### config.mk
export PLATFORM = sky130hd
export DESIGN_NAME = sart_match
export DESIGN_NICKNAME = d
export VERILOG_FILES = /design/src/rtl/sart_pkg.sv /design/src/rtl/sart_match.sv
export SDC_FILE = /design/constraint.sdc
export NUM_CORES = 1
export LEC_CHECK = 0
export BUFFER_PORTS_ARGS = -buffer_cell sky130_fd_sc_hd__buf_2
export CAP_MARGIN = 40
export CORE_AREA = 2 2 76 78
export DETAILED_ROUTE_END_ITERATION = 10
export DIE_AREA = 0 0 78 80
export GPL_TIMING_DRIVEN = 1
export RECOVER_POWER = 25
export SETUP_SLACK_MARGIN = 0.2
export SYNTH_ARGS = -nofsm -noshare
export SYNTH_HDL_FRONTEND = slang
export SYNTH_SLANG_ARGS = --single-unit
### constraint.sdc
create_clock -name vclk -period 1.3
set_clock_uncertainty 0.2 [all_clocks]
set_input_delay 0.065 -clock vclk [all_inputs]
set_output_delay 0.065 -clock vclk [all_outputs]
set_load 0.005 [all_outputs]
### src/rtl/sart_pkg.sv
`default_nettype none

package sart_pkg;

    // Table size and derived widths
    localparam int MAX_RULES = 64;
    localparam int ADDR_W    = (MAX_RULES > 1) ? $clog2(MAX_RULES) : 1;
    localparam int COUNT_W   = $clog2(MAX_RULES + 1);
    localparam int IP_W      = 32;

    // Command codes
    localparam logic CMD_APPEND = 1'b0;
    localparam logic CMD_CHECK  = 1'b1;

    // Status codes
    localparam logic STS_OK   = 1'b0;
    localparam logic STS_FULL = 1'b1;

    // One stored rule, kept as a single memory word
    typedef struct packed {
        logic [IP_W-1:0] src_net;
        logic [IP_W-1:0] src_netmask;
        logic [IP_W-1:0] dst_subnet;
        logic [IP_W-1:0] dst_mask;
        logic            allow;
    } rule_t;

    localparam int RULE_W = $bits(rule_t);

    // Compare unit verdict
    typedef struct packed {
        logic hit;
        logic permit;
    } match_t;

endpackage

`default_nettype wire

### src/rtl/sart_match.sv
`default_nettype none

// Shared rule compare unit: masks both addresses with one rule and checks them
module sart_match (
    input  wire sart_pkg::rule_t         rule,
    input  wire logic [sart_pkg::IP_W-1:0] src_addr,
    input  wire logic [sart_pkg::IP_W-1:0] dst_addr,
    output sart_pkg::match_t             result
);

    import sart_pkg::*;

    logic src_ok;
    logic dst_ok;

    // Masked compare on each side
    assign src_ok = ((src_addr & rule.src_netmask) == rule.src_net);
    assign dst_ok = ((dst_addr & rule.dst_mask) == rule.dst_subnet);

    assign result.hit    = src_ok && dst_ok;
    assign result.permit = rule.allow;

endmodule

`default_nettype wire

==> impl.org <==
** STA
- Max transition margin :: 0.8271
- Final count of pins violating max slew :: 0
- RSZ-0062 raised after global routing :: yes
- Transition at the pin with the smallest max-transition slack :: 257.0 ps
- Final number of hold-violating endpoints :: 0
- Setup-violating endpoint count in the final report :: 1
- Dividing the final minimum period by the clock period gives 1.119.
- Worst setup slack after layout :: -155.3 ps
- Time the final worst path needs with I/O delays and setup :: ~1500 ps
- Total negative setup slack :: -155.3 ps
- Maximum operating frequency :: 0.6871 GHz

** Layout
- Share of post-route cells with drive strength above 1 :: 0.6297
- In the finished layout, the clock tree contains a buffer count of 0.
- Number of inserted diodes :: 0
- Sequential cell count of the final layout :: 0
- Counting the fill cells in the layout gives 576.
- Most common cell after layout, fill and taps aside :: sky130_fd_sc_hd__buf_2
- Finished Layout Cells :: 415
- In the layout the commonest cells are sky130_fd_sc_hd__buf_2 (181), sky130_fd_sc_hd__xnor2_1 (60), sky130_fd_sc_hd__nand2_1 (51), sky130_fd_sc_hd__nor4_1 (11), sky130_fd_sc_hd__buf_6 (11).
- From synthesis to final layout, the design area changed by 132.3%.
- In the final design database the tool counted ~540 nets.
- Summing all flip-flop and latch instances after layout gives 0 sq um.

** Power and ir drop
- The worst-case IR drop observed on VDD is 114.9 uV.
- Leakage power of the design :: 1.139 nW
- Of the total power, the share spent switching nets is 0.3694.
- Net switching component of the power :: between 0.0002 and 0.00025 W
- For this design the ratio of total power to cell area is 291.8 nW/um^2.
- Internal power :: 0.0004043 W
- Power share of the sequential group :: 0
- The share of total power dissipated in the clock network is 0.
- The share of total power dissipated in combinational logic is 1.000.

** Die
- In this run the standard cell core region covers around 5400 sq um.
- Top-Level Pins :: 195
- The floorplan step defined a die boundary enclosing between 6000 and 7000 sq um.
- Die extent in x :: 78 um
- The initial utilization of the core area, before any placement, comes to 0.1750.
- Vertical die dimension :: 80 um
- After floorplanning, the core was divided into 27 placement rows.

** Route
- The first detailed-routing pass took 2 iterations.
- First-iteration detailed-routing DRC count :: 7
- DR vias :: between 1.5k and 2k
- The count of nets left with antenna violations once routing finished came out at 0.
- Per-cell routed wire length :: 10.33 um
- Avg Vias per Cell :: between 3 and 4
- Final wirelength :: 4.289 mm
- In the routed design, unresolved DRC markers number 0.

** Outcome
- Violations in the final reports :: setup timing
- Run status :: finished with violations

** Setup path
- Largest fanout on the critical path :: 1
- Following the worst setup path forward leads to its endpoint at result[1].
- Signal arrival time at the worst endpoint :: ~1200 ps
- Origin of the worst setup path :: dst_addr[13]
- The setup path with the least slack is of type in2out.
- At the worst endpoint, the required time is 1030 ps.
- Critical path launch point type :: input pin
- The worst setup path is captured at an output port.

** Place
- Count of placed standard cells including taps :: around 410
- Detail Placement HPWL :: between 3 and 4 mm
- The congestion estimate from routability-driven global placement came to between 0.7 and 0.8.
- During placement, the flow inserted port buffers numbering 193.

** Job
- The tool flagged a number of max-cap violations equal to 0.

** Logic synthesis
- Total standard cell area after synthesis :: 945.9 sq um
- Cell taking the most area after synthesis :: sky130_fd_sc_hd__xnor2_1
- Synthesized instance count :: 150
- Of the synthesized area, sequential elements account for 0.
- Yosys warning total :: 0
- When the netlist entered floorplanning its net count stood at 343.
- Library cells used by synthesis :: 6
- Top-area cell type share of the netlist area :: 0.5926
- Largest cells by area after synthesis :: sky130_fd_sc_hd__xnor2_1 (59%), sky130_fd_sc_hd__nand2_1 (25%), sky130_fd_sc_hd__nor4_1 (11%), sky130_fd_sc_hd__nand4_1 (2.6%), sky130_fd_sc_hd__nor4_2 (1.3%)
- Avg Synthesized Cell Area :: 6.306 sq um

** Global route
- The number of global-route vias before repair is 1696.
- For this run, the total global-route usage over all layers was measured as 0.1215.
- Largest net degree at the start of global routing :: 2
- Initial antenna violation count :: 0
- First-pass GRT wire length :: 6.341 mm
- Grt total ovfl :: 0

** Clocking
- Number of buffers inserted by post-CTS setup repair :: 0

** Min path
- Worst hold path type :: in2out
what timing repair did:
action / 4_1_cts / 5_1_grt
gates resized for setup: 12 / 17
hold buffers: 1 / 0
pin swaps: 12 / 18
endpoints found under the setup margin: 1 / 1
hold endpoints to repair: 1 / 0
routing by layer:
metal  share of wire  wire [um]  vias to the layer above  track usage
li1                -          -                      877            -
met1            0.34       1473                      657       0.1222
met2            0.54       2331                      112       0.2681
met3            0.11        475                        2      0.01697
met4          0.0021          9                        0     0.007018
met5               0          0                        -            0
stage by stage:
step | worst slack [ps] | power [W] | hold WS [ps] | cell area, sq um | utilization
final | -155.3 | 0.0006411 | 428.3 | 2197 | 0.4065
after global routing | -281.8 | 0.0007087 | 468.2 | 2197 | 0.4065
after CTS | -227.7 | 0.0006138 | 452.2 | 2101 | 0.3887
after detailed placement | -265.5 | 0.0005855 | -69.94 | 2027 | 0.3750
after global placement | -245.8 | 0.0005782 | -69.94 | 2027 | 0.3750
after floorplan | 149.7 | 0.0002541 | 10.82 | 978.4 | -
final cells by class:
type	count	area (sq um)	area share
Multi-Input combinational cell	149	1052	0.4789
Tap cell	72	90.09	0.04100
Timing Repair Buffer	194	1055	0.4801
power groups by stage:
| stage | Clock [W] | Sequential, W | Combinational (W) |
|---|---|---|---|
| CTS | 0 | 0 | 0.000614 |
| finish | 0 | 0 | 0.000641 |
| floorplan | 0 | 0 | 0.000254 |
| global route | 0 | 0 | 0.000709 |
| global placement | 0 | 0 | 0.000578 |
| detailed placement | 0 | 0 | 0.000585 |
critical path, cell delays in order:
cell and delay, ps:
sky130_fd_sc_hd__buf_2 90, sky130_fd_sc_hd__nand2_2 50, sky130_fd_sc_hd__xnor2_1 120, sky130_fd_sc_hd__nor4_1 280, sky130_fd_sc_hd__nand4_1 160, sky130_fd_sc_hd__nor4_2 270
sky130_fd_sc_hd__buf_2 160
cells in the mapped netlist:
cell type and n:
sky130_fd_sc_hd__xnor2_1 64, sky130_fd_sc_hd__buf_4 1, sky130_fd_sc_hd__nand2_1 64, sky130_fd_sc_hd__nor4_1 16, sky130_fd_sc_hd__nor4_2 1, sky130_fd_sc_hd__nand4_1 4
kinds of logic (layout without fill, tap and decap cells):
| family | count (synthesis) | in the layout | share of synthesized area |
|---|---|---|---|
| AND/OR/NAND/NOR | 85 | 85 | 0.3995 |
| XOR/XNOR | 64 | 64 | 0.5926 |
| buffers and inverters | 1 | 194 | 0.007939 |
worst min-delay path by stage:
stage / from / slack (ps) / cells past startpoint / endpoint
CTS: rule[98] / 450 / 6 / result[1]
global route: rule[122] / 470 / 6 / result[1]
finish: rule[97] / 430 / 6 / result[1]
detailed placement: rule[0] / -70 / 0 / result[0]
floorplan: rule[0] / 10 / 1 / result[0]
global placement: rule[0] / -70 / 0 / result[0]
Note: power is estimated with default switching activity, not from simulation.
