## src/rtl/sart_ram.sv

```systemverilog
`default_nettype none

// Single-port-write, single-port-read RAM with registered read data
module sart_ram #(
    parameter int  WIDTH = 8,
    parameter int  DEPTH = 16,
    localparam int AW    = (DEPTH > 1) ? $clog2(DEPTH) : 1
) (
    input  wire logic             clk,
    input  wire logic             wr_en,
    input  wire logic [AW-1:0]    wr_addr,
    input  wire logic [WIDTH-1:0] wr_data,
    input  wire logic             rd_en,
    input  wire logic [AW-1:0]    rd_addr,
    output logic      [WIDTH-1:0] rd_data
);

    logic [WIDTH-1:0] mem [DEPTH];

    // Write port
    always_ff @(posedge clk)
    begin
        if (wr_en)
        begin
            mem[wr_addr] <= wr_data;
        end
    end

    // Registered read port
    always_ff @(posedge clk)
    begin
        if (rd_en)
        begin
            rd_data <= mem[rd_addr];
        end
    end

endmodule

`default_nettype wire

```

## config.mk

```make
export PLATFORM = sky130hd
export DESIGN_NAME = sart_ram
export DESIGN_NICKNAME = d
export VERILOG_FILES = /design/src/rtl/sart_ram.sv
export SDC_FILE = /design/constraint.sdc
export NUM_CORES = 1
export LEC_CHECK = 0
export BUFFER_PORTS_ARGS = -buffer_cell sky130_fd_sc_hd__buf_2
export CORE_UTILIZATION = 35
export CTS_CLUSTER_DIAMETER = 40
export CTS_CLUSTER_SIZE = 30
export DETAILED_ROUTE_END_ITERATION = 8
export PLACE_DENSITY = 0.54
export SLEW_MARGIN = 25
export SYNTH_ARGS = -nofsm -noshare
export SYNTH_HDL_FRONTEND = slang
export SYNTH_SLANG_ARGS = --single-unit
```

## constraint.sdc

```tcl
create_clock -name clk -period 2 [get_ports clk]
set_clock_uncertainty 0.1 [all_clocks]
set_input_delay 0.1 -clock clk [delete_from_list [all_inputs] [get_ports clk]]
set_output_delay 0.1 -clock clk [all_outputs]
set_load 0.05 [all_outputs]
```

==> flow_summary.json, run 1 <==
{
  "hp-class": "input port to register",
  "gp_congestion": 0.6853,
  "synth_area_per_cell_sq_um": 22.83,
  "grt_pass1_wl_um": 16170,
  "seq_area_frac_synth_pct": 78.12,
  "drv_slew": 0,
  "critPathLaunchType": "register",
  "syn_area_sq_mm": 0.005228,
  "cp-end-kind": "register",
  "finalCritPeriodShare_pct": 80.61,
  "portBuffers": 26,
  "cp_max_fo": 1,
  "track_usage_pct": 14.57,
  "synth_seq_cells": 136,
  "r2r_setup_slack_ns": 0.39,
  "worstPathCellList": "mux4_1, a22oi_1, nand2_1",
  "totalPowerFinal_uw": 6517,
  "die_height_um": 124.2,
  "max_stage_delay_ns": 0.55,
  "crit_buf_inv": 0,
  "fillers": 1267,
  "finalSetupViolations": 0,
  "cp.required_ns": 2.04,
  "root_buffer": "clkbuf_16",
  "clock-sinks": 136,
  "die_w_um": 124.2,
  "grt_max_degree": 18,
  "io-pin-count": 27,
  "synth_cells": 229,
  "worst_pin_slew_ns": 0.4591,
  "core_area_sq_mm": 0.01453,
  "rsz0062_at_grt": "no",
  "syn_nets": 248,
  "max_freq_ghz": 0.6202,
  "clkSlewWorstSetupHoldPaths_ns": 0.05,
  "drt_pass1_iterations": 4,
  "powerDensity_mw_per_mm2": 1019,
  "post_drt_wl_per_cell_um": 20.77,
  "wl_um": 10320,
  "power.leakage_uw": 0.002165,
  "hold_violations": 0,
  "clk_latency_ns": 0.41,
  "tritoncts": "built",
  "initial_core_util_pct": 35.97,
  "numCtsBuffers": 17,
  "cp_data_arrival_time_ns": 1.66,
  "clock_path_buffers": 2,
  "first_iter_violations": 189,
  "fin_nets": 319,
  "drive_above_1_share_pct": 32.27,
  "cpLargestDelayFamily": "multiplexers",
  "die_area_sq_mm": 0.01543,
  "status": "complete, no violations",
  "relSlewSlack_pct": 69.39,
  "crit_type": "register to register",
  "drc": 0,
  "rows": 44,
  "min_period_ns": 1.612,
  "ant_nets": 0,
  "cts_max_level": 4,
  "cap_violations": 0,
  "syn2layout_area_growth_pct": 22.33,
  "routed_via_density": 5.004,
  "yosys_warnings": 0,
  "grt_pass1_vias": 2739,
  "via_count": 2487,
  "dp_hpwl_um": 6940,
  "antenna_found_initial": 0,
  "crit_slowest_cell": "mux4_1",
  "finalSetupTns_ns": 0,
  "vdd_drop_max_uv": 602.6,
  "antennaDiodeCount": 0,
  "synthDistinctLibCells": 18,
  "grt_overflow": 0,
  "post_cts_buffers": 0
}
through the flow:
stage / hold WS [ns] / worst slack (ns) / std cells / cell area [sq um] / utilization [%]
finish: 0.1717 / 0.3877 / 497 / 6395 / 44.00
global route: 0.1759 / 0.3097 / 497 / 6395 / 44.00
CTS: 0.1549 / 0.3535 / 497 / 6395 / 44.00
detailed placement: 0.3899 / 0.2035 / 456 / 5742 / 39.51
global placement: 0.3867 / 0.2375 / 456 / 5742 / 39.51
floorplan: 0.09887 / 0.3071 / 229 / 5228 / -
per-layer routing:
metal	vias to the layer above	GRT usage, %	share of wire (%)
li1	1122	-	-
met1	1297	19.53	44
met2	66	22.59	50
met3	2	5.000	5.5
met4	0	3.969	0.33
met5	-	0	0
state kept, by name, indices dropped and copies added, names as in the netlist:
register / flops
mem: 128
rd_data: 8
layout make-up:
class	instances	area, sq um	share of cell area [%]
Tap cell	184	230.2	3.600
Multi-Input combinational cell	83	1057	16.53
Sequential cell	136	4084	63.86
Timing Repair Buffer	62	460.4	7.200
Clock inverter	14	133.9	2.094
Clock buffer	18	429.2	6.711
worst paths after layout:
path | startpoint | end | depth (start not counted)
worst min register to register | mem[8][2]$_DFFE_PP_ | rd_data[2]$_DFFE_PP_ | 3
worst min-delay path | wr_addr[0] | mem[0][4]$_DFFE_PP_ | 3
worst max register to register | mem[1][5]$_DFFE_PP_ | rd_data[5]$_DFFE_PP_ | 3
worst max-delay path | mem[1][5]$_DFFE_PP_ | rd_data[5]$_DFFE_PP_ | 3
worst min-delay path: cells and delay by family:
family,cells,cell delay (ns)
buffers and inverters,2,0.31
AND/OR/NAND/NOR,1,0.09
placed cells by master, fill, tap and decap left out, drive strengths merged:
cell type / count
bufinv: 2
dlygate4sd3: 9
nor3: 4
clkinvlp: 5
nand2b: 2
or3b: 1
nand2: 9
and2: 1
a22oi: 16
nor2: 13
clkinv: 7
mux4: 32
buf: 53
nand3b: 2
nor2b: 1
nand3: 1
clkbuf: 18
edfxtp: 136
and2b: 1
logic make-up (layout without fill, tap and decap cells):
logic type / Yosys count / after routing / synth area share, %
AOI/OAI and AO/OA: 16 / 16 / 2.298
buffers and inverters: 10 / 94 / 1.651
DFF: 136 / 136 / 78.12
muxes: 32 / 32 / 14.79
and+or+nand+nor: 35 / 35 / 3.136
where the power goes:
group / internal [uW] / switching, uW / total (uW)
combinational: 146 / 219 / 365
clock: 1810 / 1110 / 2920
sequential: 3210 / 18.0 / 3230
Yosys cell counts:
master / number / area, sq um
mux4_1: 14 / 367.9
nor2_1: 13 / 48.80
and2_1: 1 / 6.260
nor2b_1: 1 / 6.260
and2b_1: 1 / 7.510
nand2_1: 9 / 33.78
nand3b_1: 2 / 15.01
nand3_1: 1 / 5.000
a22oi_1: 16 / 120.1
buf_4: 1 / 7.510
nor3_1: 4 / 20.02
or3b_2: 1 / 8.760
buf_6: 3 / 33.78
clkdlybuf4s25_2: 3 / 30.03
buf_2: 3 / 15.01
edfxtp_1: 136 / 4084
mux4_2: 18 / 405.4
nand2b_1: 2 / 12.51
what timing repair did:
item,4_1_cts,5_1_grt
endpoints found under the hold margin,136,0
hold buffers,9,0
resized for setup,0,0
(Power assumes the default switching activity.)
==> inputs of run 2 (changes only) <==
Clock period 2 ns to 1.7 ns, I/O delays scaled along.
==> flow_summary.json, run 2 (same netlist as run 1, synthesis figures left out) <==
{
  "portBuffers": 26,
  "r2r_start": "mem[2][0]$_DFFE_PP_",
  "io-pin-count": 27,
  "die_area_sq_mm": 0.01543,
  "cp_max_fo": 1,
  "p_clk_share_pct": 42.7,
  "final_cell_mix": "edfxtp_1, buf_2, buf_4",
  "tritoncts": "built",
  "hold_violations": 0,
  "critPathLaunchType": "register",
  "max_stage_delay_ns": 0.50,
  "p_sw_share_pct": 20.17,
  "clk_latency_ns": 0.41,
  "grt_pass1_wl_um": 15670,
  "first_iter_violations": 197,
  "worst_pin_slew_ns": 0.7294,
  "fin_hold_ws_ns": 0.1423,
  "cp-end-kind": "register",
  "hold_path_depth": 3,
  "routed_via_density": 5.060,
  "worstPathCellList": "mux4_1, a22oi_1, nand2_1",
  "totalPowerFinal_uw": 7401,
  "reg2reg_depth": 3,
  "power.leakage_uw": 0.002170,
  "cap_violations": 0,
  "dp_hpwl_um": 6950,
  "core_area_sq_mm": 0.01453,
  "via_count": 2510,
  "numCtsBuffers": 17,
  "antenna_found_initial": 0,
  "grt_max_degree": 18,
  "die_height_um": 124.2,
  "drv_slew": 0,
  "p_switching_uw": 1493,
  "min-delay-start": "wr_addr[0]",
  "drc": 0,
  "clock-sinks": 136,
  "sequentialPowerShare_pct": 51.4,
  "clkSlewWorstSetupHoldPaths_ns": 0.05,
  "root_buffer": "clkbuf_16",
  "grt_overflow": 0,
  "startpoint": "mem[2][0]$_DFFE_PP_",
  "syn2layout_area_growth_pct": 21.76,
  "min_period_ns": 1.593,
  "relSlewSlack_pct": 51.27,
  "largest_registers": "mem x128, rd_data x8",
  "max_freq_ghz": 0.6278,
  "largest_register_ff_count": 128,
  "top_register": "mem",
  "track_usage_pct": 14.64,
  "cts-resized-gates": 0,
  "finalSetupViolations": 0,
  "hp-class": "input port to register",
  "cp.required_ns": 1.75,
  "gp_congestion": 0.7179,
  "die_w_um": 124.2,
  "rows": 44,
  "rsz0062_at_grt": "no",
  "crit_slowest_cell": "mux4_1",
  "p_int_uw": 5908,
  "antennaDiodeCount": 0,
  "grt_pass1_vias": 2612,
  "mostFrequentLayoutCell": "edfxtp_1",
  "initial_core_util_pct": 35.97,
  "clock_path_buffers": 2,
  "drt_pass1_iterations": 5,
  "status": "complete, no violations",
  "finalCritPeriodShare_pct": 93.70,
  "powerDensity_mw_per_mm2": 1163,
  "cp_data_arrival_time_ns": 1.65,
  "drive_above_1_share_pct": 31.09,
  "wl_um": 10380,
  "comb_power_share_pct": 5.9,
  "ant_nets": 0,
  "post-route-util_pct": 43.79,
  "vdd_drop_max_uv": 689.2,
  "cts_max_level": 4,
  "crit_type": "register to register",
  "fin_nets": 322,
  "post_drt_wl_per_cell_um": 20.93
}
## run 2: cell types whose count changed in the layout (fill, tap and decap cells not counted)
cell / delta
buf_12: +1
buf_4: +2
bufinv_16: -1
clkbuf_1: +3
clkinv_4: -1
clkinvlp_4: -5
## run 2: metal layers
layer / GRT usage (%) / vias to the layer above / share of wire, %
met5: 0 / - / 0
met4: 6.662 / 0 / 1.8
met3: 4.957 / 16 / 6.2
met2: 22.78 / 74 / 48
met1: 18.49 / 1293 / 44
li1: - / 1127 / -
## run 2: worst paths after layout
check	endpoint	slack [ns]
hold reg to reg	rd_data[1]$_DFFE_PP_	0.65
hold / removal	mem[0][4]$_DFFE_PP_	0.14
setup / recovery	rd_data[0]$_DFFE_PP_	0.11
setup reg to reg	rd_data[0]$_DFFE_PP_	0.11
## run 2: power groups by stage
| stage | logic, uW | clock network (uW) | registers (uW) |
|---|---|---|---|
| finish | 436 | 3160 | 3800 |
| detailed placement | 428 | 0 | 3870 |
| floorplan | 191 | 0 | 3920 |
| global route | 466 | 3380 | 3810 |
| global placement | 424 | 0 | 3870 |
| CTS | 444 | 3240 | 3800 |
## run 2: critical path, delay by kind of cell (launching register included)
family / cells / cell delay (ns)
mux: 1 / 0.50
simple gates: 1 / 0.10
compound gates: 1 / 0.27
flops: 1 / 0.37
## run 2: cell type report
type	instances	area (sq um)
clock inverters	7	57.56
well taps	184	230.2
clock buffers	21	440.4
flip-flops and latches	136	4084
multi-input cells	83	1057
repair buffers	65	495.5
fillers	1259	8169
## run 2: what timing repair did
action	4_1_cts	5_1_grt
buffers inserted	0	0
hold buffers	9	0
hold endpoints to repair	136	0
## run 2: metrics by stage
| step | setup slack, ns | cells | instance area (sq um) | TNS [ns] |
|---|---|---|---|---|
| after CTS | 0.08069 | 496 | 6365 | 0 |
| after floorplan | 0.02213 | 229 | 5228 | 0 |
| after global routing | 0.04077 | 496 | 6365 | 0 |
| final | 0.1071 | 496 | 6365 | 0 |
| after global placement | -0.06309 | 459 | 5777 | -0.2034 |
| after detailed placement | -0.05699 | 459 | 5777 | -0.1455 |
==> inputs of run 3 (changes only) <==
Settings changed: CORE_MARGIN set to 1.5.
==> flow_summary.json, run 3 (same netlist as run 1, synthesis figures left out) <==
{
  "core_area_sq_mm": 0.01453,
  "cp_data_arrival_time_ns": 1.63,
  "root_buffer": "clkbuf_16",
  "cap_violations": 0,
  "routed_via_density": 5.026,
  "cts-resized-gates": 0,
  "rsz0062_at_grt": "no",
  "largest_register_ff_count": 128,
  "cp-end-kind": "register",
  "initial_core_util_pct": 35.97,
  "rows": 44,
  "drc": 0,
  "vdd_drop_max_uv": 707.6,
  "final_cell_mix": "edfxtp_1, buf_2, buf_4",
  "antennaDiodeCount": 0,
  "dr.max_layer_used": "met4",
  "die_area_sq_mm": 0.01568,
  "power.leakage_uw": 0.002153,
  "clock-sinks": 136,
  "post_drt_wl_per_cell_um": 21.21,
  "crit_type": "register to register",
  "instances_no_fill": 497,
  "critPathLaunchType": "register",
  "cts_max_level": 4,
  "gp_congestion": 0.7514,
  "numCtsBuffers": 17,
  "ant_nets": 0,
  "grt_overflow": 0,
  "drv_slew": 0,
  "grt_pass1_vias": 2592,
  "tritoncts": "built",
  "track_usage_pct": 14.43,
  "wl_um": 10540,
  "drive_above_1_share_pct": 31.63,
  "finalSetupViolations": 0,
  "clock_path_buffers": 2,
  "max_freq_ghz": 0.6302,
  "clkSlewWorstSetupHoldPaths_ns": 0.05,
  "largest_registers": "mem x128, rd_data x8",
  "routed-wl-met3_um": 589,
  "hp-class": "input port to register",
  "place_area_sq_mm": 0.005749,
  "post_cts_buffers": 0,
  "drt_pass1_iterations": 4,
  "clk_latency_ns": 0.41,
  "status": "complete, no violations",
  "relSlewSlack_pct": 70.04,
  "io-pin-count": 27,
  "met2_length_um": 5188,
  "syn2layout_area_growth_pct": 21.23,
  "top_register": "mem",
  "antenna_found_initial": 0,
  "cp_max_fo": 1,
  "hold_violations": 0,
  "cp.required_ns": 1.74,
  "die_height_um": 125.2,
  "post-route-util_pct": 43.60,
  "min_period_ns": 1.587,
  "fillers": 1268,
  "dp_hpwl_um": 6926,
  "portBuffers": 26,
  "dpl.cell_count": 457,
  "grt_pass1_wl_um": 15900,
  "mostFrequentLayoutCell": "edfxtp_1",
  "worst_pin_slew_ns": 0.4494,
  "die_w_um": 125.2,
  "grt_max_degree": 33,
  "fin_nets": 320,
  "finalInstanceArea_sq_mm": 0.006337,
  "first_iter_violations": 163,
  "finalCritPeriodShare_pct": 93.34,
  "via_count": 2498,
  "wl_met1_um": 4654,
  "powerDensity_mw_per_mm2": 1154
}
-- run 3: timing repair --
| item | in CTS | in global routing |
|---|---|---|
| setup endpoints to repair | 0 | 0 |
| hold buffers | 9 | 0 |
| hold endpoints to repair | 136 | 0 |
-- run 3: worst paths after layout --
kind,from,endpoint,slack (ns),cells past startpoint
hold reg to reg,mem[8][3]$_DFFE_PP_,rd_data[3]$_DFFE_PP_,0.65,3
setup / recovery,mem[9][1]$_DFFE_PP_,rd_data[1]$_DFFE_PP_,0.11,3
hold / removal,wr_addr[0],mem[8][1]$_DFFE_PP_,0.17,3
setup reg to reg,mem[9][1]$_DFFE_PP_,rd_data[1]$_DFFE_PP_,0.11,3
-- run 3: layout make-up --
class                      count  area [sq um]  share of cell area, %
tap                          184         230.2                  3.633
clock buffer                  21         440.4                  6.950
multi-input combinational     83          1057                  16.68
sequential                   136          4084                  64.44
timing repair buffer          63         467.9                  7.384
clock inverter                10         57.56                 0.9082
-- run 3: worst max-delay path, cell delays in order (launching register included) --
cell and delay [ns]:
edfxtp_1 0.35, mux4_1 0.50, a22oi_1 0.28, nand2_1 0.09
-- run 3: routing by layer --
layer | GRT usage, % | vias to the layer above
met1 | 18.41 | 1290
met5 | 0 | -
met3 | 4.878 | 8
li1 | - | 1125
met4 | 5.013 | 0
met2 | 23.18 | 75
-- run 3: metrics by stage --
stage | hold WS, ns | total power (uW) | TNS, ns | setup WS, ns
final | 0.1703 | 7316 | 0 | 0.1132
after global routing | 0.1736 | 7591 | 0 | 0.04986
after CTS | 0.1572 | 7399 | 0 | 0.1059
after detailed placement | 0.3910 | 4295 | -0.2400 | -0.06045
after global placement | 0.3805 | 4287 | -0.1846 | -0.05385
after floorplan | 0.08387 | 4111 | 0 | 0.02213
-- run 3: report_power, final --
group	switching, uW	internal (uW)	total (uW)
clock network	1250	1830	3080
logic	260	172	432
registers	20.5	3780	3800
total	1540	5780	7320
